===== config.mk =====
export PLATFORM = sky130hd
export DESIGN_NAME = pppg_fifo
export DESIGN_NICKNAME = d
export VERILOG_FILES = /design/src/rtl/core/pppg_pkg.sv /design/src/rtl/core/pppg_fifo.sv
export SDC_FILE = /design/constraint.sdc
export NUM_CORES = 1
export LEC_CHECK = 0
export CELL_PAD_IN_SITES_DETAIL_PLACEMENT = 0
export CELL_PAD_IN_SITES_GLOBAL_PLACEMENT = 1
export CORE_ASPECT_RATIO = 1.1
export CORE_MARGIN = 8
export CORE_UTILIZATION = 57
export CTS_BUF_LIST = sky130_fd_sc_hd__clkbuf_16
export DETAILED_ROUTE_END_ITERATION = 7
export DONT_BUFFER_PORTS = 1
export PLACE_DENSITY = 0.92
export SYNTH_ARGS = -nofsm -noshare
export SYNTH_HDL_FRONTEND = slang
export SYNTH_SLANG_ARGS = --single-unit

===== constraint.sdc =====
create_clock -name clk_i -period 3.55 [get_ports clk_i]
set_input_delay 0.71 -clock clk_i [delete_from_list [all_inputs] [get_ports clk_i]]
set_output_delay 0.71 -clock clk_i [all_outputs]
set_load 0.005 [all_outputs]

===== src/rtl/core/pppg_pkg.sv =====
// Package for the parametric path point generator.
// Shared types, register codes, widths and the sine table builder.
// No dependencies.
package pppg_pkg;

  localparam int QDEPTH  = 4;
  localparam int QCNT_W  = $clog2(QDEPTH + 1);
  localparam int QPTR_W  = $clog2(QDEPTH);
  localparam int T_W     = 29;   // progress t, Q0.28 plus the value one
  localparam int SIN_W   = 13;   // table entries 0..4096
  localparam int COORD_W = 17;
  localparam int NORM_W  = 16;
  localparam int PROG_W  = 17;
  localparam int DIV_LAT = NORM_W + 1;
  localparam int PINGPONG_BIT = 3;
  localparam logic [15:0] MIN_SIZE = 16'd4;

  typedef enum logic [2:0] {
    SHAPE_CIRCLE = 3'd0,
    SHAPE_LINE   = 3'd1,
    SHAPE_FIG8   = 3'd2,
    SHAPE_HELIX  = 3'd3,
    SHAPE_SPIRAL = 3'd4,
    SHAPE_LISSA  = 3'd5
  } shape_e;

  typedef enum logic [2:0] {
    REG_SPEED  = 3'd0,
    REG_PHASE  = 3'd1,
    REG_MODE   = 3'd2,
    REG_SIZE_X = 3'd3,
    REG_SIZE_Y = 3'd4,
    REG_SIZE_Z = 3'd5,
    REG_TURNS  = 3'd6,
    REG_RATIO  = 3'd7
  } cfg_reg_e;

  typedef struct packed {
    logic [15:0] speed;
    logic [15:0] phase;
    logic [3:0]  mode;
    logic [15:0] size_x;
    logic [15:0] size_y;
    logic [15:0] size_z;
    logic [15:0] turns;
    logic [15:0] ratio;
  } cfg_t;

  typedef struct packed {
    logic [T_W-1:0] t;
    shape_e         shape;
  } qword_t;

  typedef struct packed {
    logic signed [COORD_W-1:0] x;
    logic signed [COORD_W-1:0] y;
    logic signed [COORD_W-1:0] z;
    logic [PROG_W-1:0]         prog;
  } coord_t;

  // Quarter-wave sine entry, Q30 Taylor series, rounded to Q1.12.
  function automatic logic [SIN_W-1:0] sine_entry(input int unsigned idx,
                                                  input int unsigned tbits);
    logic [63:0] x;
    logic [63:0] x2;
    logic [63:0] term;
    logic signed [63:0] sum;
    logic signed [63:0] e;
    x    = (64'd1686629713 * 64'(idx)) >> tbits;
    x2   = (x * x) >> 30;
    term = x;
    sum  = $signed(x);
    for (int k = 1; k <= 10; k++) begin
      term = ((term * x2) >> 30) / 64'((2 * k) * (2 * k + 1));
      if ((k % 2) == 1) sum = sum - $signed(term);
      else              sum = sum + $signed(term);
    end
    if (sum < 0) sum = '0;
    e = (sum + 64'sd131072) >>> 18;
    if (e > 64'sd4096) e = 64'sd4096;
    return e[SIN_W-1:0];
  endfunction

endpackage


===== src/rtl/core/pppg_fifo.sv =====
// Short queue between front and back end.
// Depends on pppg_pkg.
module pppg_fifo
  import pppg_pkg::*;
(
  input  logic              clk_i,
  input  logic              rst_ni,
  input  logic              push_i,
  input  qword_t            push_data_i,
  input  logic              pop_i,
  output logic              valid_o,
  output qword_t            data_o,
  output logic [QCNT_W-1:0] count_o
);

  qword_t             mem_q [QDEPTH];
  logic [QPTR_W-1:0]  wptr_q;
  logic [QPTR_W-1:0]  rptr_q;
  logic [QCNT_W-1:0]  count_q;
  logic               do_pop;

  assign valid_o = count_q != '0;
  assign do_pop  = pop_i & valid_o;
  assign data_o  = mem_q[rptr_q];
  assign count_o = count_q;

  always_ff @(posedge clk_i or negedge rst_ni) begin
    if (!rst_ni) begin
      wptr_q  <= '0;
      rptr_q  <= '0;
      count_q <= '0;
    end else begin
      if (push_i) wptr_q <= wptr_q + QPTR_W'(1);
      if (do_pop) rptr_q <= rptr_q + QPTR_W'(1);
      count_q <= count_q + QCNT_W'(push_i) - QCNT_W'(do_pop);
    end
  end

  always_ff @(posedge clk_i) begin
    if (push_i) begin
      mem_q[wptr_q] <= push_data_i;
    end
  end

endmodule


==> qor.yml <==
die_x_um: 105.9
ys_ff_latch: 135
wl_um: 7963
yosys_warnings: 0
cts.repair.resized: 0
grt_max_degree: 34
min_from: "push_data_i[23]"
drtAntennaViolNets: 0
grt_pass1_wl_um: 12520
core_um2: 8738
syn_to_final_growth_pct: 12.75
overflow: 0
peakVddDrop_v: 0.0004880
leakage_uw: 0.001868
cts_buffers: 17
seq_area_frac_synth: 0.7937
avgViaCountPerCell: 5.854
drv_slew: 0
postPlaceCellArea_um2: 5144
synth_cells: 202
netlist_area_um2: 5064
num_rows: 36
endpoint_kind: "primary output"
finalCritPeriodShare: 0.7338
pin_count: 72
grt_pass1_vias: 2183
fin_area_um2: 5709
min_path_cells: 0
fin_nets: 258
async_flop_share: 0.05185
rrSetupSlack_ns: 1.50
fp.dieArea_um2: 12160
clock_path_buffers: 2
routabilityCongestion: 0.6530
netlist_top_cells_count: "edfxtp_1, mux4_2, dfrtp_1, ha_1, inv_1"
holdWs_ns: 0.3952
routedWlPerCell_um: 23.28
cp-start-kind: "flip-flop"
worstReg2RegEnd: "count_o[2]$_DFF_PN0_"
dr_total_vias: 2002
cts_max_level: 4
drtIter0Drc: 92
maxCapViolCount: 0
io_buffers: 0
whs_endpoint: "mem_q[1][23]$_DFFE_PP_"
ys_types: 19
cts-root-buf: "clkbuf_16"
dp.final_hpwl_um: 4768
fin_setup_tns_ns: 0
met3_usage: 0.07848
setup_viol: 0
critical_path_class: "reg -> out"
drive_gt1_frac: 0.2895
syn-num-nets: 245
worstPathMaxFanout: 20
clock_skew_ns: 0.01080
rsz0062_at_grt: "false"
finalCriticalPeriod_ns: 2.605
synthTopCellsByArea: "edfxtp_1, mux4_2, dfrtp_1"
status: "complete, no violations"
max_freq_mhz: 383.9
crit_required_ns: 2.84
met1_usage: 0.1543
firstDrtPassIters: 4
syn_avg_cell_area_um2: 25.07
top_usage_layer: "met2"
rr_startpoint: "count_o[1]$_DFF_PN0_"
worstMarginPinSlew_ns: 0.9011
yosysTopAreaCell: "edfxtp_1"
final_util: 0.6534
drc: 0
cts_tree: "done"
power_density_nw_per_um2: 846.6
track_usage: 0.1436
clock_latency_ns: 0.41
fin_ws_ns: 0.9450
min_path_type: "in -> reg"
preCtsSetupSlack_ns: 1.304
start_util: 0.5795
hold_viol: 0
die_h_um: 114.9
synth_edf_count: 128
diodes: 0
reg2reg_depth: 7
cts.sink_count: 135
netlist.area_leader.share: 0.7591
use_met2: 0.2295
antenna_found_initial: 0
ys.flop_type: "edfxtp_1"
slew_headroom: 0.3993
worst_ep_arrival_time_ns: 1.90
clk_pin_slew_ns: 0.06
synth_most_common_cell: "edfxtp_1"
## power breakdown
part	switching, µW	total [µW]	internal (µW)
Clock	633	1590	961
Sequential	214	2320	2100
Combinational	449	924	475
## cell usage in the layout (no fill, tap or decap)
cell type	netlist	layout
dfrtp_2	0	2
inv_6	0	2
nand2_1	1	1
inv_1	6	6
clkinv_2	0	3
edfxtp_1	128	128
dlygate4sd3_1	0	1
clkinvlp_4	0	5
clkinv_4	0	3
clkinv_1	0	1
clkbuf_16	0	17
or3_1	1	1
o21ai_0	1	1
xnor2_1	3	3
ha_1	6	6
dfrtp_1	7	5
and2_2	0	4
xor2_1	2	2
bufinv_16	0	1
buf_12	3	1
mux4_2	28	28
fa_1	1	1
o31a_1	1	1
mux4_1	4	4
o311ai_0	1	1
## critical path, cell delays in order, from the launching register on
cell and delay [ns]:
dfrtp_2 0.66, buf_12 0.27, mux4_2 0.55
## state kept, by name, indices dropped and copies added, names as in the netlist
| signal | flops |
|---|---|
| mem_q | 128 |
| rptr_q | 2 |
| wptr_q | 2 |
| count_o | 3 |
## worst max-delay path by stage
stage,start,endpoint,slack (ns),depth (start not counted)
after floorplan,pop_i,count_o[2]$_DFF_PN0_,1.51,7
after global placement,rptr_q[0]$_DFFE_PN0P_,data_o[24],1.31,2
after detailed placement,rptr_q[0]$_DFFE_PN0P_,data_o[24],1.30,2
after CTS,rptr_q[0]$_DFFE_PN0P_,data_o[24],0.86,2
after global routing,rptr_q[0]$_DFFE_PN0P_,data_o[9],0.80,2
final,rptr_q[0]$_DFFE_PN0P_,data_o[20],0.94,2
## kinds of logic (layout without fill, tap and decap cells)
| family | after synthesis | in the layout | synth area share |
|---|---|---|---|
| simple gates | 6 | 6 | 0.006918 |
| mux | 32 | 32 | 0.1453 |
| buf+inv | 14 | 40 | 0.02224 |
| fa+ha+maj | 7 | 7 | 0.01878 |
| flops | 135 | 135 | 0.7937 |
| compound gates | 3 | 3 | 0.004447 |
| xor+xnor | 5 | 5 | 0.008650 |
## routing by layer
| layer | wire [µm] | vias to the layer above |
|---|---|---|
| li1 | - | 874 |
| met2 | 4110 | 57 |
| met5 | 0 | - |
| met3 | 675 | 10 |
| met1 | 3078 | 1061 |
| met4 | 98 | 0 |
## layout make-up
type / instances / area, µm²
flip-flops and latches: 135 / 4021
repair buffers: 2 / 30.03
clock buffers: 17 / 425.4
well taps: 114 / 142.6
clock inverters: 15 / 130.1
multi-input cells: 53 / 937.1
inverters: 6 / 22.52
fillers: 585 / 3029
## stage by stage
stage | total power (µW) | cells
floorplan | 3117 | 202
global placement | 3278 | 309
detailed placement | 3324 | 309
CTS | 4916 | 342
global route | 5074 | 342
finish | 4834 | 342
## what timing repair did
action,4_1_cts,5_1_grt
hold endpoints to repair,7,0
buffers inserted,0,0
hold buffers,1,0
(Power assumes the default switching activity.)
