**config.mk**
```make
export PLATFORM = sky130hd
export DESIGN_NAME = pppg_front
export DESIGN_NICKNAME = d
export VERILOG_FILES = /design/src/rtl/core/pppg_pkg.sv /design/src/rtl/core/pppg_front.sv
export SDC_FILE = /design/constraint.sdc
export NUM_CORES = 1
export LEC_CHECK = 0
export ABC_AREA = 0
export BUFFER_PORTS_ARGS = -buffer_cell sky130_fd_sc_hd__buf_2
export CAP_MARGIN = 0
export CORE_MARGIN = 1.5
export CORE_UTILIZATION = 39
export DETAILED_ROUTE_END_ITERATION = 7
export PLACE_DENSITY_LB_ADDON = 0.1
export SYNTH_ARGS = -nofsm -noshare
export SYNTH_HDL_FRONTEND = slang
export SYNTH_SLANG_ARGS = --single-unit
export TNS_END_PERCENT = 10
```
**constraint.sdc**
```tcl
create_clock -name clk_i -period 4.5 [get_ports clk_i]
set_input_delay 0 -clock clk_i [delete_from_list [all_inputs] [get_ports clk_i]]
set_output_delay 0 -clock clk_i [all_outputs]
set_load 0.02 [all_outputs]
```
**src/rtl/core/pppg_pkg.sv**
```systemverilog
// Package for the parametric path point generator.
// Shared types, register codes, widths and the sine table builder.
// No dependencies.
package pppg_pkg;

  localparam int QDEPTH  = 4;
  localparam int QCNT_W  = $clog2(QDEPTH + 1);
  localparam int QPTR_W  = $clog2(QDEPTH);
  localparam int T_W     = 29;   // progress t, Q0.28 plus the value one
  localparam int SIN_W   = 13;   // table entries 0..4096
  localparam int COORD_W = 17;
  localparam int NORM_W  = 16;
  localparam int PROG_W  = 17;
  localparam int DIV_LAT = NORM_W + 1;
  localparam int PINGPONG_BIT = 3;
  localparam logic [15:0] MIN_SIZE = 16'd4;

  typedef enum logic [2:0] {
    SHAPE_CIRCLE = 3'd0,
    SHAPE_LINE   = 3'd1,
    SHAPE_FIG8   = 3'd2,
    SHAPE_HELIX  = 3'd3,
    SHAPE_SPIRAL = 3'd4,
    SHAPE_LISSA  = 3'd5
  } shape_e;

  typedef enum logic [2:0] {
    REG_SPEED  = 3'd0,
    REG_PHASE  = 3'd1,
    REG_MODE   = 3'd2,
    REG_SIZE_X = 3'd3,
    REG_SIZE_Y = 3'd4,
    REG_SIZE_Z = 3'd5,
    REG_TURNS  = 3'd6,
    REG_RATIO  = 3'd7
  } cfg_reg_e;

  typedef struct packed {
    logic [15:0] speed;
    logic [15:0] phase;
    logic [3:0]  mode;
    logic [15:0] size_x;
    logic [15:0] size_y;
    logic [15:0] size_z;
    logic [15:0] turns;
    logic [15:0] ratio;
  } cfg_t;

  typedef struct packed {
    logic [T_W-1:0] t;
    shape_e         shape;
  } qword_t;

  typedef struct packed {
    logic signed [COORD_W-1:0] x;
    logic signed [COORD_W-1:0] y;
    logic signed [COORD_W-1:0] z;
    logic [PROG_W-1:0]         prog;
  } coord_t;

  // Quarter-wave sine entry, Q30 Taylor series, rounded to Q1.12.
  function automatic logic [SIN_W-1:0] sine_entry(input int unsigned idx,
                                                  input int unsigned tbits);
    logic [63:0] x;
    logic [63:0] x2;
    logic [63:0] term;
    logic signed [63:0] sum;
    logic signed [63:0] e;
    x    = (64'd1686629713 * 64'(idx)) >> tbits;
    x2   = (x * x) >> 30;
    term = x;
    sum  = $signed(x);
    for (int k = 1; k <= 10; k++) begin
      term = ((term * x2) >> 30) / 64'((2 * k) * (2 * k + 1));
      if ((k % 2) == 1) sum = sum - $signed(term);
      else              sum = sum + $signed(term);
    end
    if (sum < 0) sum = '0;
    e = (sum + 64'sd131072) >>> 18;
    if (e > 64'sd4096) e = 64'sd4096;
    return e[SIN_W-1:0];
  endfunction

endpackage

```
**src/rtl/core/pppg_front.sv**
```systemverilog
// Front end: accepts beat words, forms the wrapped (or, in ping-pong mode, folded) progress t and the shape.
// Depends on pppg_pkg; pushes into pppg_fifo.
module pppg_front
  import pppg_pkg::*;
(
  input  logic              clk_i,
  input  logic              rst_ni,
  input  logic              in_valid_i,
  output logic              in_ready_o,
  input  logic [31:0]       beat_time_i,
  input  cfg_t              cfg_i,
  input  logic [QCNT_W-1:0] q_count_i,
  output logic              push_o,
  output qword_t            push_data_o
);

  logic            accept;
  logic [QCNT_W:0] occ;
  logic [T_W-1:0]  spd_ext;
  logic [T_W-1:0]  prod;
  logic [T_W-1:0]  p_sum;
  logic [T_W-1:0]  t;
  logic [2:0]      code;
  shape_e          shp;
  logic            s1_valid_q;
  logic [T_W-1:0]  s1_p_q;

  assign occ        = (QCNT_W + 1)'(q_count_i) + (QCNT_W + 1)'(s1_valid_q);
  assign in_ready_o = occ < (QCNT_W + 1)'(QDEPTH);
  assign accept     = in_valid_i & in_ready_o;

  // Only the low 29 bits of the product survive the wrap.
  assign spd_ext = {{(T_W - 16){cfg_i.speed[15]}}, cfg_i.speed};
  assign prod    = spd_ext * beat_time_i[T_W-1:0];

  always_ff @(posedge clk_i or negedge rst_ni) begin
    if (!rst_ni) begin
      s1_valid_q <= 1'b0;
    end else begin
      s1_valid_q <= accept;
    end
  end

  always_ff @(posedge clk_i) begin
    if (accept) begin
      s1_p_q <= prod;
    end
  end

  assign p_sum = s1_p_q + {cfg_i.phase[T_W-17:0], 16'h0000};

  always_comb begin
    if (cfg_i.mode[PINGPONG_BIT]) begin
      if (p_sum <= T_W'(29'h1000_0000)) t = p_sum;
      else                             t = ~p_sum + T_W'(1);
    end else begin
      t = {1'b0, p_sum[T_W-2:0]};
    end
  end

  assign code = cfg_i.mode[2:0];

  always_comb begin
    unique case (code) inside
      SHAPE_LINE, SHAPE_FIG8, SHAPE_HELIX, SHAPE_SPIRAL, SHAPE_LISSA: begin
        shp = shape_e'(code);
      end
      default: shp = SHAPE_CIRCLE;
    endcase
  end

  assign push_o            = s1_valid_q;
  assign push_data_o.t     = t;
  assign push_data_o.shape = shp;

endmodule

```
==> results of run 1 <==
## area by class of cell
| cell class | count | area, sq um |
|---|---|---|
| inverters | 345 | 1290 |
| flip-flops and latches | 30 | 896 |
| multi-input cells | 1051 | 10800 |
| clock buffers | 5 | 125 |
| clock inverters | 3 | 16.3 |
| fillers | 3251 | 17000 |
| repair buffers | 266 | 1950 |
| well taps | 442 | 553 |
## worst max-delay path by stage
stage | startpoint | endpoint | slack [ps] | depth (start not counted)
final | cfg_i[110] | s1_p_q[26] | -580 | 19
after global routing | cfg_i[105] | s1_p_q[26] | -830 | 20
after CTS | beat_time_i[7] | s1_p_q[27] | -620 | 22
after detailed placement | cfg_i[101] | s1_p_q[26] | -1210 | 19
after global placement | cfg_i[101] | s1_p_q[26] | -1190 | 22
after floorplan | cfg_i[104] | s1_p_q[26] | -630 | 20
## metrics by stage
stage / hold WS, ps / instance area (sq um) / utilization
after floorplan: -296 / 13200 / -
after global placement: -225 / 15200 / 0.466
after detailed placement: -222 / 15200 / 0.466
after CTS: 16.3 / 15600 / 0.477
after global routing: 41.2 / 15700 / 0.479
final: 26.8 / 15700 / 0.479
## registers in the layout (all words and copies together), names as in the netlist
| register | flops |
|---|---|
| push_o | 1 |
| s1_p_q | 29 |
## synthesized netlist by cell type (all sizes together) (3+ instances only)
| cell | n |
|---|---|
| ha | 99 |
| nand2b | 12 |
| or3 | 15 |
| o21bai | 3 |
| nand3 | 6 |
| o21a | 5 |
| fa | 263 |
| edfxtp | 29 |
| inv | 345 |
| o21ai | 44 |
| or4 | 3 |
| nor2b | 3 |
| nor2 | 41 |
| a21o | 12 |
| clkbuf | 56 |
| a2111oi | 4 |
| buf | 6 |
| a31o | 3 |
| nor4 | 5 |
| a31oi | 3 |
| xnor2 | 59 |
| o311ai | 10 |
| xor2 | 13 |
| o31ai | 4 |
| nor3 | 18 |
| and2 | 149 |
| nand2 | 207 |
| a21oi | 29 |
| a211oi | 10 |
## timing repair
action | 4_1_cts | 5_1_grt
resized for setup | 58 | 16
endpoints found under the setup margin | 15 | 19
pin swaps | 26 | 14
hold buffers | 1 | 0
buffers inserted | 2 | 1
hold endpoints to repair | 1 | 0
gates cloned | 0 | 0
## logic make-up (layout without fill, tap and decap cells)
| logic type | after synthesis | in the layout |
|---|---|---|
| XOR/XNOR | 72 | 72 |
| flip-flops | 30 | 30 |
| AO/OA/AOI/OAI | 142 | 142 |
| buffers and inverters | 407 | 619 |
| AND/OR/NAND/NOR | 472 | 472 |
| multiplexers | 3 | 3 |
| adder cells (fa/ha/maj) | 362 | 362 |
## metal layers
layer / GRT usage / share of wire
met5: 0 / 0
met4: 0.0710 / 0.033
met3: 0.0215 / 0.044
met2: 0.380 / 0.48
met1: 0.281 / 0.45
## worst reg2reg max path: stages, from the launching register on
cell     delay [ps]
dfrtp_1         370
a31oi_1         180
and2_1          140
buf_4           340
==> flow_summary.json, run 1 <==
{
  "timing.critical_path.required_ps": 4530,
  "placed_cells_incl_taps": 2131,
  "finalWeightedCongestion": 0.846,
  "drc": 0,
  "grtUsageTotal": 0.217,
  "timing_worst_slew_pin_value_ps": 611,
  "detailed_place_hpwl_um": 30700,
  "synth_mux_area_frac": 0.00250,
  "cp_top_family": "adder cells",
  "syn_avg_cell_area_sq_um": 8.73,
  "layout.nets": 2215,
  "top_library_cells_by_usage_in_the_layout_fill_and_taps_aside": "343 x inv_1, 260 x fa_1, 206 x nand2_1",
  "netlist_area_sq_um": 13000,
  "critical_path_class": "in2reg",
  "timing.critical_path.slowest_cell_delay_ps": 570,
  "cts.root.buffer_cell": "clkbuf_16",
  "synthFlopType": "edfxtp_1",
  "syn_to_final_growth_pct": 20.5,
  "r2r-start": "push_o",
  "failed_checks": "negative setup slack",
  "synth_compound_gate_area_share": 0.0767,
  "timing.rr.end": "s1_p_q[9]",
  "core_area_sq_um": 32700,
  "drt.antenna.violating_nets": 0,
  "floorplan.io_pins": 188,
  "layout-drive-gt1-share": 0.204,
  "clk_transition_reported_paths_ps": 50,
  "critical-path-top-cell-by-count": "fa_1",
  "globalRoute.totalOverflow": 0,
  "cpMaxStageDelayCell": "fa_1",
  "finalWorstPathRequiredPeriod_ps": 5080,
  "rsz0062_at_grt": "yes",
  "vias": 10300,
  "final_std_cells_w_o_fill": 2142,
  "synth_top_cell_area_share": 0.405,
  "worstSkewPairLatency_ps": 270,
  "synth.largest_area_cell": "fa_1",
  "worst_r2r_path_depth": 3,
  "drt_first_iter_violations": 340,
  "drt-pass1-iter-count": 4,
  "layout_commonest_cell": "inv_1",
  "timing.max_slew.rel_slack": 0.593,
  "ys_seq_area_frac": 0.0689,
  "post_synth_and_or_nand_nor_area_fraction": 0.184,
  "cell_variety_after_synth": 65,
  "number_of_synthesized_flops_with_an_enable_pin": 29,
  "crit_arrival_ps": 5110,
  "numPortBuffers": 101,
  "maxSlewViolCount": 0,
  "preCtsSetupSlack_ps": -1210,
  "synth_adder_area_share": 0.500,
  "layout_setup_ws_ps": -585,
  "cts_tree": "yes",
  "grt_antenna_before_repair": 0,
  "clockBufferDepth": 2,
  "synthXorXnorAreaFrac": 0.0485,
  "fin_worst_skew_ps": 3.13,
  "synth-async-reset-ratio": 0.0333,
  "dieWidth_um": 186,
  "ff2ff_setup_slack_ps": 3120,
  "rows": 66,
  "cap_viol_max_count": 0,
  "synthesis.instances": 1488,
  "postRouteWirelength_um": 35200,
  "chipHeight_um": 186,
  "syn-num-nets": 2004,
  "initial_utilization": 0.397,
  "critical_path.cell_chain": "buf_2 -> buf_4 -> nand2_1 -> fa_1 -> inv_1 -> fa_1 -> fa_1 -> fa_1 -> fa_1 -> fa_1 -> ha_1 -> buf_4 -> a21o_1 -> nand2b_4 -> a211oi_4 -> o31ai_2 -> a21o_1 -> a21oi_2 -> xnor2_1",
  "dieArea_sq_um": 34400,
  "detail_route.vias_per_cell": 4.80,
  "hold_class": "in2async",
  "hold_violation_count_in_the_final_report": 0,
  "run_status": "finished, violations left",
  "worst_path_fanout_max": 10,
  "count_of_buffering_cells_on_the_critical_path_with_inverters_included": 4,
  "grt_first_pass_wirelength_um": 57500,
  "critPathCaptureType": "register",
  "max_clock_freq_mhz": 197,
  "combinational_family_with_the_most_area_after_synthesis": "adder cells",
  "synth-seq-cells": 30,
  "cts_made_buffers": 5,
  "yosys_warnings": 0,
  "netlist_top_cells_area": "fa_1 41%, inv_1 10%, ha_1 9.5%",
  "setup_violations": 15,
  "finalCritPeriodShare": 1.13,
  "num_antenna_cells": 0,
  "grt_max_degree": 31,
  "cts.sinks": 30,
  "setup_total_negative_slack_ps": -5830,
  "critical_path.startpoint_type": "primary input",
  "first_global_vias": 11200,
  "h-tree-depth": 2,
  "routedWlPerCell_um": 16.4
}
Power of run 1 is left out: the tool's default activity adds up to more than one toggle a clock period on the data nets, which glitch-free logic cannot reach.
==> inputs of run 2 (changes only) <==
HOLD_SLACK_MARGIN = 0.1   (was unset)
==> flow_summary.json, run 2 (same netlist as run 1, synthesis figures left out) <==
{
  "layout_commonest_cell": "inv_1",
  "numPortBuffers": 101,
  "critical_path.startpoint_type": "primary input",
  "syn_to_final_growth_pct": 20.6,
  "setup_violations": 15,
  "drc": 0,
  "grtUsageTotal": 0.217,
  "finalWorstPathRequiredPeriod_ps": 5090,
  "drt_first_iter_violations": 362,
  "finalCritPeriodShare": 1.13,
  "rsz0062_at_grt": "yes",
  "cap_viol_max_count": 0,
  "floorplan.io_pins": 188,
  "clockBufferDepth": 2,
  "largest_register_ffs": 29,
  "layout.nets": 2216,
  "worst_path_fanout_max": 10,
  "vias": 10300,
  "finalWeightedCongestion": 0.846,
  "preCtsSetupSlack_ps": -1210,
  "drt-pass1-iter-count": 4,
  "met3_wirelength_um": 1520,
  "drt.antenna.violating_nets": 0,
  "cts.root.buffer_cell": "clkbuf_16",
  "detail_route.vias_per_cell": 4.80,
  "cts.sinks": 30,
  "grt_antenna_before_repair": 0,
  "cts_tree": "yes",
  "chipHeight_um": 186,
  "run_status": "finished, violations left",
  "finalCoreUtilization": 0.479,
  "detailed_place_hpwl_um": 30700,
  "postRouteWirelength_um": 35200,
  "core_area_sq_um": 32700,
  "hold_violation_count_in_the_final_report": 0,
  "max_clock_freq_mhz": 197,
  "timing.max_slew.rel_slack": 0.593,
  "first_global_vias": 11200,
  "final.fill_count": 3252,
  "cts_made_buffers": 5,
  "dieArea_sq_um": 34400,
  "failed_checks": "negative setup slack",
  "wire_length_on_met2_um": 16800,
  "routedLengthMet1_um": 15800,
  "timing_worst_slew_pin_value_ps": 610,
  "hold_class": "in2out",
  "clk_transition_reported_paths_ps": 50,
  "rows": 66,
  "grt_first_pass_wirelength_um": 57500,
  "layout-drive-gt1-share": 0.204,
  "dieWidth_um": 186,
  "routedWlPerCell_um": 16.4,
  "dr.max_layer_used": "met4",
  "grt_max_degree": 31,
  "layout_setup_ws_ps": -589,
  "maxSlewViolCount": 0,
  "worstSkewPairLatency_ps": 270,
  "top_library_cells_by_usage_in_the_layout_fill_and_taps_aside": "343 x inv_1, 260 x fa_1, 206 x nand2_1",
  "timing.critical_path.required_ps": 4530,
  "h-tree-depth": 2,
  "fin_worst_skew_ps": 3.13,
  "critPathCaptureType": "register",
  "globalRoute.totalOverflow": 0,
  "initial_utilization": 0.397,
  "critical_path_class": "in2reg",
  "num_antenna_cells": 0,
  "top_register": "s1_p_q",
  "crit_arrival_ps": 5120
}
==> run 2: changes by cell type in the layout (fill, tap and decap cells not counted), sizes merged <==
cell,before,now
dlygate4sd3,1,2
==> run 2: area by class of cell <==
class,instances,area (sq um),area share
Timing Repair Buffer,267,1960,0.125
Clock inverter,3,16.3,0.00104
Tap cell,442,553,0.0353
Multi-Input combinational cell,1051,10800,0.691
Inverter,345,1290,0.0826
Clock buffer,5,125,0.00798
Sequential cell,30,896,0.0571
==> run 2: worst max-delay path, cell delays in order <==
cell,delay (ps)
buf_2,260
buf_4,280
nand2_1,110
fa_1,420
inv_1,80
fa_1,440
fa_1,570
fa_1,440
fa_1,540
fa_1,420
ha_1,320
buf_4,140
a21o_1,190
nand2b_4,150
a211oi_4,270
o31ai_2,110
a21o_1,170
a21oi_2,120
xnor2_1,70
==> run 2: layer usage <==
metal	vias to the layer above	GRT usage
met4	0	0.0710
met3	50	0.0215
li1	4911	-
met1	5107	0.281
met5	-	0
met2	212	0.380
==> run 2: final timing paths <==
| path | start | endpoint | slack (ps) | cells past startpoint |
|---|---|---|---|---|
| worst min-delay path | q_count_i[2] | in_ready_o | 260 | 3 |
| worst max-delay path | cfg_i[110] | s1_p_q[26] | -590 | 19 |
| worst min register to register | push_o | push_o | 900 | 3 |
| worst max register to register | push_o | s1_p_q[9] | 3110 | 3 |
| max in group asynchronous | rst_ni | push_o | 3840 | 3 |
| min in group asynchronous | rst_ni | push_o | 550 | 3 |
==> run 2: timing repair <==
action,4_1_cts,5_1_grt
pin swaps,26,14
hold buffers,2,0
endpoints found under the setup margin,15,19
resized for setup,58,16
endpoints found under the hold margin,1,0
setup buffers,2,1
==> run 2: stage by stage <==
step	instance area (sq um)	setup TNS (ps)	hold WS, ps	instances
floorplan	13200	-6880	-296	1488
global placement	15200	-14550	-225	2131
detailed placement	15200	-14870	-222	2131
CTS	15600	-6330	259	2142
global route	15700	-9310	267	2143
finish	15700	-5820	258	2143
Power of run 2 is left out for the same reason.
==> inputs of run 3 (changes only) <==
PLACE_DENSITY = 0.61   (was unset)
PLACE_DENSITY_LB_ADDON = unset   (was 0.1)
==> flow_summary.json, run 3 (same netlist as run 1, synthesis figures left out) <==
{
  "critical_path.cell_chain": "buf_8 -> buf_8 -> nand2_4 -> fa_1 -> fa_2 -> inv_2 -> fa_1 -> ha_1 -> inv_2 -> fa_1 -> fa_1 -> inv_2 -> ha_4 -> a21o_1 -> a2111oi_4 -> a21bo_4 -> a211oi_4 -> o31ai_2 -> a21o_1 -> a21oi_2 -> xnor2_1",
  "layout.nets": 2222,
  "dieWidth_um": 186,
  "vias": 10400,
  "grtUsageTotal": 0.204,
  "floorplan.io_pins": 188,
  "rsz0062_at_grt": "yes",
  "finalWeightedCongestion": 0.909,
  "rows": 66,
  "failed_checks": "negative setup slack",
  "cts.root.buffer_cell": "clkbuf_16",
  "finalWorstPathRequiredPeriod_ps": 5170,
  "top_register": "s1_p_q",
  "globalRoute.totalOverflow": 0,
  "grt_first_pass_wirelength_um": 55000,
  "max_clock_freq_mhz": 193,
  "top_library_cells_by_usage_in_the_layout_fill_and_taps_aside": "335 x inv_1, 258 x fa_1, 201 x nand2_1",
  "clockBufferDepth": 2,
  "first_global_vias": 11000,
  "cts_made_buffers": 5,
  "drt_first_iter_violations": 431,
  "cts.sinks": 30,
  "critical_path_class": "in2reg",
  "timing.critical_path.slowest_cell_delay_ps": 550,
  "routedWlPerCell_um": 15.7,
  "numPortBuffers": 101,
  "cts_tree": "yes",
  "layout_setup_ws_ps": -674,
  "timing.critical_path.required_ps": 4520,
  "num_antenna_cells": 0,
  "syn_to_final_growth_pct": 22.4,
  "h-tree-depth": 2,
  "chipHeight_um": 186,
  "cpMaxStageDelayCell": "fa_2",
  "drt-pass1-iter-count": 5,
  "run_status": "finished, violations left",
  "grt_max_degree": 31,
  "largest_register_ffs": 29,
  "drc": 0,
  "layout-drive-gt1-share": 0.221,
  "setup_total_negative_slack_ps": -5680,
  "postRouteWirelength_um": 33800,
  "cap_viol_max_count": 0,
  "groute.layer.met2.usage": 0.354,
  "met1_usage": 0.271,
  "timing_worst_slew_pin_value_ps": 612,
  "detailed_place_hpwl_um": 29200,
  "detail_route.vias_per_cell": 4.84,
  "clk_transition_reported_paths_ps": 50,
  "critical-path-top-cell-by-count": "fa_1",
  "timing.max_slew.rel_slack": 0.592,
  "critPathCaptureType": "register",
  "fin_worst_skew_ps": 5.00,
  "dieArea_sq_um": 34400,
  "drt.antenna.violating_nets": 0,
  "maxSlewViolCount": 0,
  "crit_arrival_ps": 5200,
  "layout_commonest_cell": "inv_1",
  "finalCritPeriodShare": 1.15,
  "worst_path_fanout_max": 7,
  "core_area_sq_um": 32700,
  "top_usage_layer": "met2",
  "critical_path.startpoint_type": "primary input",
  "hold_class": "in2out",
  "use_met3": 0.0176,
  "hold_violation_count_in_the_final_report": 0,
  "initial_utilization": 0.397,
  "worstSkewPairLatency_ps": 280,
  "setup_violations": 15,
  "grt_antenna_before_repair": 0
}
==> run 3: changes by cell type in the layout (fill, tap and decap cells not counted), sizes merged <==
| cell | previous run | this run |
|---|---|---|
| buf | 264 | 266 |
| clkbuf | 6 | 10 |
==> run 3: metal layers <==
metal  vias up  share of wire
li1       4932              -
met1      5108           0.45
met2       310           0.47
met3        52          0.052
met4         0          0.026
met5         -              0
==> run 3: path summary, 6_finish.rpt <==
path	startpoint	slack (ps)	end	cells past startpoint
max	beat_time_i[7]	-670	s1_p_q[26]	21
min	q_count_i[2]	260	in_ready_o	3
max reg2reg	push_o	3090	s1_p_q[18]	3
min reg2reg	push_o	930	push_o	3
max in group asynchronous	rst_ni	3830	push_o	3
min in group asynchronous	rst_ni	570	push_o	3
==> run 3: area by class of cell <==
| cell class | count | area, sq um |
|---|---|---|
| clock inverters | 3 | 16.3 |
| clock buffers | 5 | 125 |
| multi-input cells | 1051 | 10900 |
| flip-flops and latches | 30 | 896 |
| inverters | 345 | 1290 |
| well taps | 442 | 553 |
| fillers | 3122 | 16800 |
| repair buffers | 273 | 2080 |
==> run 3: metrics by stage <==
step	cell area, sq um	worst slack, ps	hold WS, ps	util	std cells
global placement	15300	-1020	-224	0.467	2130
CTS	15700	-593	263	0.479	2142
finish	15900	-674	260	0.486	2149
floorplan	13200	-635	-296	-	1488
global route	15900	-836	280	0.486	2149
detailed placement	15300	-1090	-224	0.467	2130
==> run 3: timing repair <==
item / in CTS / in global routing
hold endpoints to repair: 1 / 0
hold buffers: 2 / 0
gates cloned: 0 / 0
pin swaps: 22 / 37
setup buffers: 2 / 7
gates resized for setup: 55 / 67
setup endpoints to repair: 15 / 16
==> run 3: worst max-delay path, delay by kind of cell <==
| family | cells | cell delay, ps |
|---|---|---|
| fa+ha+maj | 7 | 3090 |
| compound gates | 7 | 1630 |
| buf+inv | 5 | 340 |
| xor+xnor | 1 | 80 |
| simple gates | 1 | 50 |
Power of run 3 is left out for the same reason.
